## config.mk

```make
export PLATFORM = sky130hd
export DESIGN_NAME = rwpu_rank
export DESIGN_NICKNAME = d
export VERILOG_FILES = /design/src/rtl/rwpu_pkg.sv /design/src/rtl/rwpu_rank.sv
export SDC_FILE = /design/constraint.sdc
export NUM_CORES = 1
export LEC_CHECK = 0
export BUFFER_PORTS_ARGS = -buffer_cell sky130_fd_sc_hd__buf_4
export CORE_MARGIN = 2
export CORE_UTILIZATION = 40
export DETAILED_ROUTE_END_ITERATION = 8
export SETUP_SLACK_MARGIN = 0.4
export SLEW_MARGIN = 15
export SYNTH_ARGS = -nofsm -noshare
export SYNTH_HDL_FRONTEND = slang
export SYNTH_SLANG_ARGS = --single-unit
```

## constraint.sdc

```tcl
create_clock -name clock -period 9.51 [get_ports clock]
set_input_delay 1.902 -clock clock [delete_from_list [all_inputs] [get_ports clock]]
set_output_delay 1.902 -clock clock [all_outputs]
set_load 0.05 [all_outputs]
```

## src/rtl/rwpu_pkg.sv

```systemverilog
// ----------------------------------------------------------------------------
// rwpu_pkg
// Shared types, widths and codes for the reward-weighted policy update block.
// ----------------------------------------------------------------------------
package rwpu_pkg;

   // Storage sizes
   localparam int MAX_WEIGHTS = 64;
   localparam int MAX_BEST    = 8;

   // Field and index widths
   localparam int DATA_W  = 32;
   localparam int WIDX_W  = 6;               // weight index
   localparam int LEN_W   = 7;               // vector_length register
   localparam int CNT_W   = 4;               // best_count register, rank counts
   localparam int RANK_W  = 3;               // rank index
   localparam int BEST_AW = RANK_W + WIDX_W; // best weight set address
   localparam int CSR_AW  = 1;
   localparam int CSR_DW  = 7;

   // Update arithmetic widths
   localparam int DIFF_W = DATA_W + 1;       // best minus policy weight
   localparam int PROD_W = DATA_W + DIFF_W;  // reward times difference
   localparam int NUM_W  = PROD_W + 3;       // sum over up to eight ranks
   localparam int MAG_W  = NUM_W - 1;        // magnitude of the sum
   localparam int DEN_W  = DATA_W + 3;       // signed reward sum
   localparam int DIV_W  = DEN_W - 1;        // positive reward sum
   localparam int Q_W    = 41;               // step, saturated to 2^40
   localparam int STEP_W = 7;                // divider step counter
   localparam int NW_W   = Q_W + 2;          // new weight before clamp

   localparam logic [DATA_W-1:0] MIN_REWARD = {1'b1, {(DATA_W-1){1'b0}}};
   localparam logic [DATA_W-1:0] MAX_WORD   = {1'b0, {(DATA_W-1){1'b1}}};

   typedef enum logic [1:0] {
      OP_LOAD   = 2'd0,
      OP_TRIAL  = 2'd1,
      OP_REWARD = 2'd2,
      OP_READ   = 2'd3
   } opcode_type;

   localparam logic [1:0] STATUS_OK        = 2'd0;
   localparam logic [1:0] STATUS_NO_UPDATE = 2'd1;
   localparam logic [1:0] STATUS_RANGE     = 2'd2;

   localparam logic [CSR_AW-1:0] CSR_BEST_COUNT    = 1'd0;
   localparam logic [CSR_AW-1:0] CSR_VECTOR_LENGTH = 1'd1;

   // Outcome of a reward insertion
   typedef struct packed {
      logic              hit;
      logic [RANK_W-1:0] rank;
   } rank_result_type;

endpackage

```

## src/rtl/rwpu_rank.sv

```systemverilog
// ----------------------------------------------------------------------------
// rwpu_rank
// Ranked reward list, one reward per row of the best weight set memory,
// plus the closed trial count.
// ----------------------------------------------------------------------------
module rwpu_rank (
   input  logic                              clock,
   input  logic                              reset,
   input  logic                              insert_en,
   input  logic [rwpu_pkg::DATA_W-1:0]       insert_value,
   input  logic [rwpu_pkg::CNT_W-1:0]        k,
   output rwpu_pkg::rank_result_type         result,
   input  logic [rwpu_pkg::RANK_W-1:0]       rd_rank,
   output logic [rwpu_pkg::DATA_W-1:0]       rd_reward,
   output logic [rwpu_pkg::CNT_W-1:0]        trials_done
);
   import rwpu_pkg::*;

   logic [DATA_W-1:0] reward_ff [MAX_BEST];
   logic [CNT_W-1:0]  trials_ff;

   // Find the first rank that the new reward beats
   always_comb begin
      result = '0;
      for (int i = 0; i < MAX_BEST; i++) begin
         if (!result.hit && (CNT_W'(i) < k) &&
             ($signed(insert_value) > $signed(reward_ff[i]))) begin
            result.hit  = 1'b1;
            result.rank = RANK_W'(i);
         end
      end
   end

   // Shift lower ranks down, the last one drops out
   always_ff @(posedge clock) begin
      if (reset) begin
         for (int i = 0; i < MAX_BEST; i++) begin
            reward_ff[i] <= MIN_REWARD;
         end
         trials_ff <= '0;
      end else if (insert_en) begin
         if (result.hit) begin
            for (int r = 1; r < MAX_BEST; r++) begin
               if ((RANK_W'(r) > result.rank) && (CNT_W'(r) < k)) begin
                  reward_ff[r] <= reward_ff[r-1];
               end
            end
            reward_ff[result.rank] <= insert_value;
         end
         if (trials_ff != '1) begin
            trials_ff <= trials_ff + 1'b1;
         end
      end
   end

   assign rd_reward   = reward_ff[rd_rank];
   assign trials_done = trials_ff;
endmodule

```

==> out/qor.yml <==
outcome:
  status: "completed"
yosys:
  synth.net_count: 2064
  synthSimpleGateAreaFrac_pct: 9.335
  synthMuxAreaShare_pct: 13.30
  synth_edf_count: 256
  synth_fa_ha_area_share_pct: 16.24
  synth-seq-cells: 260
  synthTopCellsByArea: "edfxtp_1 39%, ha_1 16%, mux4_2 7.3%"
  yosys_warnings: 0
  synth_top_area_share_pct: 38.83
  ys_seq_area_share_pct: 39.23
  synth_cell_types: 70
  synth-xor-area-share_pct: 0.08848
  synth_commonest_cells: "262 x inv_1, 257 x ha_1, 256 x edfxtp_1"
  syn_area_sq_um: 19800
  synth_compound_area_share_pct: 15.13
  async_flop_share_pct: 0
  synth.largest_area_cell: "edfxtp_1"
  avgSynthCellArea_sq_um: 11.22
  synth_top_family_by_area: "adder cells"
  synthCells: 1765
  ys.flop_type: "edfxtp_1"
  post-synth-top-count-cell: "inv_1"
clocking:
  htree_levels: 2
  clk_pin_slew_ps: 60
  cts.path.max_buffers: 3
  clk-insertion-delay-late_ps: 560
  cts_hold_buf: 0
  numCtsBuffers: 35
  post_cts_buffers: 0
  cts_sinks: 260
  cts_tree: "built"
  ctsResizeCount: 0
  clock-root-buffer: "clkbuf_16"
timing:
  setup_tns_ps: 0
  rsz0062_at_grt: "no"
  hold_viol_final: 0
  skew_ps: 29.67
  period_needed_ps: 7753
  fmax_mhz: 129.0
  slew_headroom_pct: 19.31
  setup_viol: 0
  hold-worst-slack_ps: 511.9
  drv_slew: 0
  period_share_pct: 81.53
  tightest_slew_ps: 1210
cells_and_area:
  final_area_sq_um: 22340
  drive_gt1_share_pct: 18.72
  finalNetCount: 2128
  syn_to_final_growth_pct: 12.82
setup_path:
  crit_type: "in2out"
  crit_fanout: 16
  cp-end-kind: "output port"
  critPathArrivalTime_ps: 5850
  worstSetupStartpointType: "primary input"
  reg2regPathDepth: 11
  crit_required_ps: 7610
routing:
  ant_nets: 0
  drt_wl_total_mm: 69.49
  drc: 0
  viasPerCell: 6.233
  wl_per_cell_um: 27.58
  drt_pass1_iterations: 5
  drt_first_iter_violations: 1684
  top_layer_used: "met4"
  met2WireLength_mm: 32.85
  wl_met3_mm: 5.920
  routed-via-count: 15710
  m1WireLength_mm: 28.08
global_routing:
  track_usage_pct: 27.27
  grt_max_degree: 65
  antenna_found_initial: 1
  grt_pass1_vias: 15630
  grt_first_pass_wirelength_mm: 102.1
  overflow: 0
min_path:
  whs_path_depth: 2
  hold_path_class: "reg2reg"
floorplan:
  start_util_pct: 40.53
  ios: 82
  coreArea_sq_um: 48850
  die_y_um: 226.5
  fp.dieW_um: 226.5
  dieArea_sq_um: 51290
  num_rows: 81
place:
  gp_congestion: 0.9930
  port_buffers: 81
  placed_cell_area_sq_um: 21200
  dpl.hpwl_mm: 48.23
power:
  vdd_drop_max_mv: 0.1478
  total_leakage_power_nw: 9.405
  power_density_nw_per_um2: 175.2
  finalPower_mw: 3.913
flow_run:
  cap_viol_max_count: 0
[cells in the final DEF, fill, tap and decap left out, types with 12 or more instances in the layout]
| cell | netlist | routed |
|---|---|---|
| a211oi_1 | 15 | 13 |
| a21o_1 | 25 | 25 |
| a21oi_1 | 94 | 93 |
| a22o_1 | 124 | 124 |
| a32o_1 | 31 | 31 |
| and3_1 | 34 | 34 |
| buf_4 | 3 | 106 |
| clkbuf_16 | 0 | 36 |
| edfxtp_1 | 256 | 256 |
| ha_1 | 257 | 257 |
| inv_1 | 262 | 262 |
| mux2_2 | 64 | 64 |
| mux2_4 | 28 | 28 |
| mux4_2 | 64 | 64 |
| nand2_1 | 53 | 53 |
| nand3_1 | 23 | 23 |
| nand4_1 | 51 | 51 |
| nor2_1 | 96 | 96 |
| nor3_1 | 15 | 12 |
| o21ai_0 | 36 | 36 |
[per-layer routing]
| metal | vias up | GRT usage [%] |
|---|---|---|
| met5 | - | 0 |
| met4 | 0 | 10.97 |
| met3 | 143 | 4.872 |
| met2 | 771 | 45.06 |
| met1 | 7907 | 35.41 |
| li1 | 6887 | - |
[worst paths after layout]
kind                                       start  slack (ps)                to
worst min register to register    trials_done[1]         510    trials_done[1]
worst min-delay path              trials_done[1]         510    trials_done[1]
worst max-delay path            insert_value[28]        1760         result[2]
worst max register to register  reward_ff[2][31]        3990  reward_ff[7][12]
[per-stage QoR]
stage	util, %	worst slack [ps]	cells
after global routing	45.71	1680	2518
after floorplan	-	1362	1765
after global placement	43.38	1858	2456
after CTS	45.71	1824	2518
after detailed placement	43.39	1830	2456
final	45.72	1757	2520
[cell families after synthesis]
kind of cell | Yosys count
AOI/OAI and AO/OA | 401
DFF | 260
buffers and inverters | 341
muxes | 161
adders and majority gates | 257
and+or+nand+nor | 343
xor gates and xnor gates | 2
[state kept, by name, summed over array words and instances, names as in the netlist]
name         count
reward_ff      256
trials_done      4
[critical path, cell delays in order]
cell	delay (ps)
buf_4	190
ha_1	360
nand4_1	80
or2_2	370
nor4_1	880
o32ai_1	310
nor3b_1	240
mux2i_1	630
a31oi_1	190
a21oi_1	400
buf_4	280
[power by group]
| group | switching (mW) | total, mW | internal (mW) |
|---|---|---|---|
| Clock | 0.541 | 1.34 | 0.803 |
| Combinational | 0.683 | 1.07 | 0.382 |
| Sequential | 0.0949 | 1.50 | 1.41 |
[layout make-up]
class | instances | area, sq um
Clock buffer | 43 | 927.1
Multi-Input combinational cell | 1164 | 10820
Timing Repair Buffer | 106 | 795.8
Antenna cell | 2 | 5.005
Fill cell | 4605 | 26510
Clock inverter | 19 | 207.7
Sequential cell | 260 | 7767
Inverter | 262 | 983.4
Tap cell | 664 | 830.8
Note: power is estimated with default switching activity, not from simulation.
