**config.mk**
```make
export PLATFORM = sky130hd
export DESIGN_NAME = rwpu_divider
export DESIGN_NICKNAME = d
export VERILOG_FILES = /design/src/rtl/rwpu_pkg.sv /design/src/rtl/rwpu_divider.sv
export SDC_FILE = /design/constraint.sdc
export NUM_CORES = 1
export LEC_CHECK = 0
export BUFFER_PORTS_ARGS = -buffer_cell sky130_fd_sc_hd__buf_2
export CORE_MARGIN = 2
export CORE_UTILIZATION = 39
export CTS_CLUSTER_DIAMETER = 60
export DETAILED_ROUTE_END_ITERATION = 10
export HOLD_SLACK_MARGIN = 0.12
export SLEW_MARGIN = 10
export SYNTH_ARGS = -nofsm -noshare
export SYNTH_HDL_FRONTEND = slang
export SYNTH_SLANG_ARGS = --single-unit
```
**constraint.sdc**
```tcl
create_clock -name clock -period 4.14 [get_ports clock]
set_input_delay 0.828 -clock clock [delete_from_list [all_inputs] [get_ports clock]]
set_output_delay 0.828 -clock clock [all_outputs]
set_load 0.02 [all_outputs]
```
**src/rtl/rwpu_pkg.sv**
```systemverilog
// ----------------------------------------------------------------------------
// rwpu_pkg
// Shared types, widths and codes for the reward-weighted policy update block.
// ----------------------------------------------------------------------------
package rwpu_pkg;

   // Storage sizes
   localparam int MAX_WEIGHTS = 64;
   localparam int MAX_BEST    = 8;

   // Field and index widths
   localparam int DATA_W  = 32;
   localparam int WIDX_W  = 6;               // weight index
   localparam int LEN_W   = 7;               // vector_length register
   localparam int CNT_W   = 4;               // best_count register, rank counts
   localparam int RANK_W  = 3;               // rank index
   localparam int BEST_AW = RANK_W + WIDX_W; // best weight set address
   localparam int CSR_AW  = 1;
   localparam int CSR_DW  = 7;

   // Update arithmetic widths
   localparam int DIFF_W = DATA_W + 1;       // best minus policy weight
   localparam int PROD_W = DATA_W + DIFF_W;  // reward times difference
   localparam int NUM_W  = PROD_W + 3;       // sum over up to eight ranks
   localparam int MAG_W  = NUM_W - 1;        // magnitude of the sum
   localparam int DEN_W  = DATA_W + 3;       // signed reward sum
   localparam int DIV_W  = DEN_W - 1;        // positive reward sum
   localparam int Q_W    = 41;               // step, saturated to 2^40
   localparam int STEP_W = 7;                // divider step counter
   localparam int NW_W   = Q_W + 2;          // new weight before clamp

   localparam logic [DATA_W-1:0] MIN_REWARD = {1'b1, {(DATA_W-1){1'b0}}};
   localparam logic [DATA_W-1:0] MAX_WORD   = {1'b0, {(DATA_W-1){1'b1}}};

   typedef enum logic [1:0] {
      OP_LOAD   = 2'd0,
      OP_TRIAL  = 2'd1,
      OP_REWARD = 2'd2,
      OP_READ   = 2'd3
   } opcode_type;

   localparam logic [1:0] STATUS_OK        = 2'd0;
   localparam logic [1:0] STATUS_NO_UPDATE = 2'd1;
   localparam logic [1:0] STATUS_RANGE     = 2'd2;

   localparam logic [CSR_AW-1:0] CSR_BEST_COUNT    = 1'd0;
   localparam logic [CSR_AW-1:0] CSR_VECTOR_LENGTH = 1'd1;

   // Outcome of a reward insertion
   typedef struct packed {
      logic              hit;
      logic [RANK_W-1:0] rank;
   } rank_result_type;

endpackage

```
**src/rtl/rwpu_divider.sv**
```systemverilog
// ----------------------------------------------------------------------------
// rwpu_divider
// Restoring divider, one quotient bit per cycle; result saturated to 2^40.
// ----------------------------------------------------------------------------
module rwpu_divider (
   input  logic                         clock,
   input  logic                         reset,
   input  logic                         start,
   input  logic [rwpu_pkg::MAG_W-1:0]   dividend,
   input  logic [rwpu_pkg::DIV_W-1:0]   divisor,
   output logic                         done,
   output logic [rwpu_pkg::Q_W-1:0]     quotient
);
   import rwpu_pkg::*;

   logic              busy_ff, busy_in;
   logic              done_ff, done_in;
   logic [STEP_W-1:0] step_ff, step_in;
   logic [DIV_W-1:0]  rem_ff, rem_in;
   logic [MAG_W-1:0]  dvd_ff, dvd_in;
   logic [DIV_W-1:0]  dsr_ff, dsr_in;

   logic [DIV_W:0]    shifted;
   logic [DIV_W:0]    diff;
   logic              fits;
   logic              sat;

   // One restoring step
   always_comb begin
      shifted = {rem_ff, dvd_ff[MAG_W-1]};
      diff    = shifted - {1'b0, dsr_ff};
      fits    = shifted >= {1'b0, dsr_ff};
   end

   // Sequence the steps
   always_comb begin
      busy_in = busy_ff;
      done_in = 1'b0;
      step_in = step_ff;
      rem_in  = rem_ff;
      dvd_in  = dvd_ff;
      dsr_in  = dsr_ff;
      if (start) begin
         busy_in = 1'b1;
         step_in = '0;
         rem_in  = '0;
         dvd_in  = dividend;
         dsr_in  = divisor;
      end else if (busy_ff) begin
         rem_in  = fits ? diff[DIV_W-1:0] : shifted[DIV_W-1:0];
         dvd_in  = {dvd_ff[MAG_W-2:0], fits};
         step_in = step_ff + 1'b1;
         if (step_ff == STEP_W'(MAG_W - 1)) begin
            busy_in = 1'b0;
            done_in = 1'b1;
         end
      end
   end

   always_ff @(posedge clock) begin
      if (reset) begin
         busy_ff <= 1'b0;
         done_ff <= 1'b0;
         step_ff <= '0;
      end else begin
         busy_ff <= busy_in;
         done_ff <= done_in;
         step_ff <= step_in;
      end
      rem_ff <= rem_in;
      dvd_ff <= dvd_in;
      dsr_ff <= dsr_in;
   end

   // Clamp the quotient to 2^40
   always_comb begin
      sat      = (|dvd_ff[MAG_W-1:Q_W]) || (dvd_ff[Q_W-1] && (|dvd_ff[Q_W-2:0]));
      quotient = sat ? {1'b1, {(Q_W-1){1'b0}}} : dvd_ff[Q_W-1:0];
   end

   assign done = done_ff;
endmodule

```
==> metrics.txt, run 1 <==
xor/xnor share of the synthesized area=3.52%; Reg area=about 0.0039 mm^2; Top Ports=about 150; Final Setup Violations=0; fmax=approximately 0.28 GHz; initial antenna violation count=2; setup_tns=0 ns; Pwr Density=slightly above 400 mW/mm^2; WP data arrival=~2.8 ns; post-route cell area=a little under 0.01 mm^2; Root Driver=clkbuf_16; ratio of cells with drive above 1 in the final layout=a little under a third; nets=approximately 1000; largest area contributor in the netlist=edfxtp_1; CTS tree=built; Multi-input gate area=0.00395 mm^2; Synth cell types=68; Final ANT Viol Nets=0; CTS clock-pin slew for the worst setup and hold paths=~0.06 ns; Sink Count=144; fin crit period=between 3 and 4 ns; synthesized flop and latch total=144; critical-path cell list=nor4_1 -> nand4_1 -> o31ai_4 -> buf_4 -> and3_1 -> buf_2; fin crit share=approximately 86%; grt ovf=0; fin. max-slew vios=0; vias in the first global route=5932; crit-path max cell delay=between 0.5 and 0.6 ns; area delta synth->final=18.5%; Critical Path Fanout Max=24; CP delay by family, top=simple AND/OR/NAND/NOR gates; Clk Latency, worst-skew pair=roughly 0.42 ns; RSZ-0062 raised after global routing=no; Final Hold Fails=0; postcts setup bufs=0; Worst Tran Pin Value=roughly 0.87 ns; Starting Density=between 30% and 40%; cell area after synthesis=0.00822 mm^2; cts hold-fix bufs=0; fill count=around 2000; Mean Syn Cell Area=between 10 and 15 um^2; Synth Instances=approximately 770; placed wire-length estimate=13400 um; die width=149 um; Worst IR Drop VDD=approximately 0.26 mV; Rel. slew slack=a little over two fifths; Compound-Gate Fraction of Synth Area=12.5%; PortBufs=between 100 and 150; number of synthesized flops with an enable pin=between 100 and 150; worst clock skew=0.00699 ns; post-placement cell area=0.00917 mm^2; first-pass GRT wire length=~30000 um; Setup CP Type=flop to primary output; H-tree levels=4; startpoint types=flop; Worst Path Required=between 3 and 4 ns; HP Class=flop to flop; GPL Wtd Cong=around 0.85; clock buffer depth=2; GR Util All Layers=16.9%; Leakage Power=around 4.3 nW; CP max stage cell=o31ai_4; sequential fraction of the synthesis area=approximately 47%; via count=6046; WL final=around 19000 um; Die ar.=0.0222 mm^2; Wirelength per Cell=approximately 16 um; Iter 0 DRT Violations=~320; asr flop ratio synth=0%; Max Cap Violations=0; Post-Synth Adder-Cell Area=5.73%; Worst Path Buf+Inv=2; yosys warns=0; drt first pass iters=4; Most used DFF post-synth=edfxtp_1; num rows=between 50 and 60; Simple-Gate Fraction of Synth Area=13.3%; syn_nets=roughly 910; drt drc=0; largest net degree at the start of global routing=between 60 and 70; CP Capture Type=primary output; WHS=roughly 0.5 ns; outcome=finished, final reports clean; largest cells by area after synthesis=edfxtp_1 (37%), dfxtp_1 (10%), mux2_2 (9.0%); core area=roughly 0.021 mm^2; Chip Height=approximately 150 um; main combinational cell family by area after synthesis=simple AND/OR/NAND/NOR gates; via/cell ratio=around 5.1; Yosys top cell area share=around 37%; post-synthesis mux area share=between 10% and 20%; CTS Buf Count=17; post-CTS sizing=0
-- registers in the layout, indices dropped and copies added, names as in the netlist --
signal   flops
dsr_ff      34
step_ff      7
busy_ff      1
dvd_ff      67
done         1
rem_ff      34
-- cell families after synthesis --
kind of cell / count (synthesis)
adder cells (fa/ha/maj): 37
multiplexers: 96
buffers and inverters: 92
AND/OR/NAND/NOR: 214
AO/OA/AOI/OAI: 150
XOR/XNOR: 33
flip-flops: 144
-- final cells by class --
cell class | instances | area share, %
tap | 275 | 3.53
clock inverter | 14 | 1.34
multi-input combinational | 530 | 40.6
timing repair buffer | 153 | 8.23
sequential | 144 | 40.0
inverter | 48 | 1.85
clock buffer | 17 | 4.37
antenna | 2 | 0.0514
-- worst reg2reg max path, stage by stage, from the launching register on --
cell and delay [ns]:
edfxtp_1 0.39, inv_1 0.09, ha_1 0.17, inv_1 0.06
fa_1 0.41, a21o_1 0.22, a221o_1 0.37, a221oi_2 0.49
o22ai_2 0.19, o21a_1 0.26, a21oi_2 0.24, xnor2_1 0.14
mux2i_1 0.08, a211oi_1 0.23
-- cells in the mapped netlist, types with 10 or more instances --
library cell  instances
nand3_1              14
a211oi_1             27
xor2_1               12
and3_1               44
xnor2_1              21
nand2_1              41
o21ai_1              12
nor4_1               17
nor2_1               59
a21oi_1              41
ha_1                 36
mux2i_1              29
inv_1                48
o21ai_0              15
mux2_2               66
clkbuf_1             37
edfxtp_1            101
a21o_1               10
dfxtp_1              43
-- report_power, final --
part	internal, mW	total (mW)	leakage, nW	switching (mW)
clock network	0.785	1.44	0.260	0.655
registers	1.69	1.77	1.36	0.0773
logic	0.327	0.725	2.66	0.398
total	2.80	3.93	4.28	1.13
-- final timing paths --
| kind | startpoint | to | slack (ns) | depth (start not counted) |
|---|---|---|---|---|
| worst max-delay path | dvd_ff[31] | quotient[36] | 0.56 | 6 |
| worst min-delay path | rem_ff[21] | rem_ff[21] | 0.49 | 2 |
| worst max register to register | dvd_ff[66] | rem_ff[22] | 0.73 | 13 |
| worst min register to register | rem_ff[21] | rem_ff[21] | 0.49 | 2 |
-- metal layers --
layer  routed length (um)  track usage [%]  share of wire (%)  up-vias
li1                     -                -                  -     3079
met1                 9170             24.1                 49     2817
met2                 8610             25.9                 46      125
met3                  625             3.52                3.3       25
met4                  341             5.48                1.8        0
met5                    0                0                  0        -
-- cells in the final DEF (no fill, tap or decap), drive strengths merged, types with 36 or more instances in the layout --
master and count:
inv 54, buf 153, and3 45, ha 36
edfxtp 101, nor2 59, a21oi 42, mux2 67
nand2 41, dfxtp 43
-- through the flow --
stage          util [%]  instances  worst slack, ns  power (mW)
2_1_floorplan         -        766             1.10        2.33
3_3_place_gp       44.1       1150            0.824        2.52
3_5_place_dp       44.1       1150            0.703        2.52
4_1_cts            46.7       1181            0.582        3.99
5_1_grt            46.7       1183            0.325        4.14
6_report           46.7       1183            0.562        3.93
Note: power is estimated with default switching activity, not from simulation.
==> run 2, diff against run 1 <==
ABC_AREA = 1   (was default)
REMOVE_ABC_BUFFERS = 1   (was default)
==> run 2 against run 1 <==
- clock skew grew 0.0027 ns
- register-to-register slack gained 0.86 ns
- utilization shrank 0.12 points
- area after synthesis grew 8.2%
- design area grew 7.8%
- global-route usage grew 3.0 points
- wire length grew 24%
- total power shrank 5.8%
==> metrics.txt, run 2 <==
Most used DFF post-synth=edfxtp_1; sequential fraction of the synthesis area=43.8% (-3.6 points); GPL Wtd Cong=0.912 (+7.7%); synth cell count leaders=nand2_1 (418), inv_1 (208), edfxtp_1 (101); Rel. slew slack=40.6% (-1.4 points); Iter 0 DRT Violations=436 (+36%); postcts setup bufs=0 (unchanged); nets=1497 (+45%); RSZ-0062 raised after global routing=no; area delta synth->final=18.0%; CTS clock-pin slew for the worst setup and hold paths=0.07 ns (about the same); Wirelength per Cell=14.1 um (-11%); crit-path max cell delay=0.41 ns (-0.17 ns); Simple-Gate Fraction of Synth Area=31.9% (+19 points); first-pass GRT wire length=38100 um (+27%); startpoint types=flop; die width=155 um (+3.9%); via/cell ratio=4.75 (-7.0%); vias in the first global route=7749 (+31%); Yosys top cell area share=34.1% (-2.8 points); fin. max-slew vios=0 (unchanged); CP Capture Type=primary output; cell area after synthesis=0.00889 mm^2 (+8.2%); post-CTS sizing=0 (unchanged); Setup CP Type=flop to primary output; grt ovf=0 (unchanged); initial antenna violation count=4 (+2); Die ar.=0.0240 mm^2 (+8.0%); Post-Synth Adder-Cell Area=5.29% (-0.44 points); xor/xnor share of the synthesized area=1.77% (-1.7 points); largest net degree at the start of global routing=85 (+25%); Setup WS pre-CTS=1.38 ns (+0.680 ns); Worst Tran Pin Value=0.889 ns (+0.0192 ns); Root Driver=clkbuf_16; Max Cap Violations=0 (unchanged); Critical Path Fanout Max=38 (+58%); WHS=0.473 ns (-0.0129 ns); CTS Buf Count=17 (unchanged); Top Ports=146 (unchanged); most frequent cell after synthesis=nand2_1; Pwr Density=353 mW/mm^2 (-13%); cts hold-fix bufs=0 (unchanged); ratio of cells with drive above 1 in the final layout=14.8% (-15 points); Leakage Power=5.42 nW (+27%); critical-path cell list=nor4_1 -> nand4_1 -> o21ai_0 -> nand2_1 -> buf_4 -> nor2_1 -> buf_2; Clk Latency, worst-skew pair=0.43 ns (about the same); post-placement cell area=0.00988 mm^2 (+7.7%); number of flip-flops in the largest register=67 (unchanged); fin crit period=3.19 ns (-0.388 ns); Most flops, register=dvd_ff; Final Hold Fails=0 (unchanged); Starting Density=39.5% (+0.062 points); most common cell after layout, fill and taps aside=nand2_1; worst clock skew=0.00971 ns (+0.00271 ns); top flop regs=dvd_ff: 67 flops, dsr_ff: 34 flops, rem_ff: 34 flops; Worst Path Buf+Inv=2 (unchanged); Final WS setup=0.950 ns (+0.388 ns); Worst Path Required=3.31 ns (about the same); yosys warns=0 (unchanged); Final Setup Violations=0 (unchanged); Mean Syn Cell Area=7.30 um^2 (-32%); post-synthesis mux area share=0% (-13 points); Synth cell types=38 (-44%); placed wire-length estimate=17500 um (+30%); via count=7868 (+30%); fin crit share=77.1% (-9.4 points); GR Util All Layers=19.9% (+3.0 points); H-tree levels=4 (unchanged); fmax=0.313 GHz (+12%); largest area contributor in the netlist=edfxtp_1; CP max stage cell=edfxtp_1; Final ANT Viol Nets=0 (unchanged); HP Class=flop to flop; Synth Instances=1218 (+59%); drt drc=0 (unchanged); largest cells by area after synthesis=edfxtp_1 (34%), nand2_1 (18%), dfxtp_1 (9.7%); CTS tree=built; CP delay by family, top=simple AND/OR/NAND/NOR gates; Chip Height=155 um (+3.9%); asr flop ratio synth=0% (unchanged); PortBufs=145 (unchanged); Worst IR Drop VDD=0.204 mV (-22%); number of synthesized flops with an enable pin=101 (unchanged); synthesized flop and latch total=144 (unchanged); most frequent cells in the layout=nand2_1 (418), inv_1 (207), buf_2 (144); post-route cell area=0.0105 mm^2 (+7.8%); core area=0.0225 mm^2 (+8.1%); main combinational cell family by area after synthesis=simple AND/OR/NAND/NOR gates; WP data arrival=2.36 ns (-0.39 ns); WL final=23300 um (+24%); setup_tns=0 ns (unchanged); Compound-Gate Fraction of Synth Area=6.42% (-6.1 points); drt first pass iters=5 (+1); num rows=55 (+3.8%); Sink Count=144 (unchanged); total power=3.71 mW (-5.8%); outcome=finished, final reports clean; clock buffer depth=2 (unchanged)
run 2: cell families after synthesis:
family | Yosys count
compound gates | 109
xor+xnor | 18
fa+ha+maj | 37
buf+inv | 245
flops | 144
simple gates | 665
run 2: report_power, final:
| group | leakage (nW) | switching, mW | internal (mW) |
|---|---|---|---|
| Clock | 0.293 | 0.691 | 0.931 |
| Combinational | 3.76 | 0.247 | 0.132 |
| Sequential | 1.37 | 0.0443 | 1.66 |
run 2: stage by stage:
stage / utilization (%) / std cells
2_1_floorplan: - / 1185
3_3_place_gp: 43.9 / 1622
3_5_place_dp: 43.9 / 1622
4_1_cts: 46.6 / 1654
5_1_grt: 46.6 / 1654
6_report: 46.6 / 1656
run 2: worst paths after layout:
kind	slack [ns]	startpoint	depth (start not counted)	endpoint
max	0.95	dvd_ff[31]	7	quotient[26]
min reg2reg	0.47	rem_ff[19]	2	rem_ff[19]
min	0.47	rem_ff[19]	2	rem_ff[19]
max reg2reg	1.59	dsr_ff[15]	13	rem_ff[15]
run 2: area by class of cell:
type | count | area (um^2)
Inverter | 212 | 796
Sequential cell | 144 | 3890
Clock buffer | 19 | 443
Fill cell | 2346 | 12000
Multi-Input combinational cell | 829 | 4040
Clock inverter | 13 | 164
Antenna cell | 2 | 5.00
Tap cell | 285 | 357
Timing Repair Buffer | 152 | 793
run 2: worst min-delay path, delay by kind of cell, from the launching register on:
| family | cells | cell delay [ns] |
|---|---|---|
| DFF | 1 | 0.32 |
| and+or+nand+nor | 2 | 0.11 |
run 2: layer usage:
| layer | global-route usage [%] | routed length (um) | vias to the layer above |
|---|---|---|---|
| li1 | - | - | 4133 |
| met1 | 25.6 | 10900 | 3510 |
| met2 | 32.9 | 10500 | 193 |
| met3 | 5.18 | 1470 | 30 |
| met4 | 6.35 | 479 | 2 |
| met5 | 0 | 13 | - |
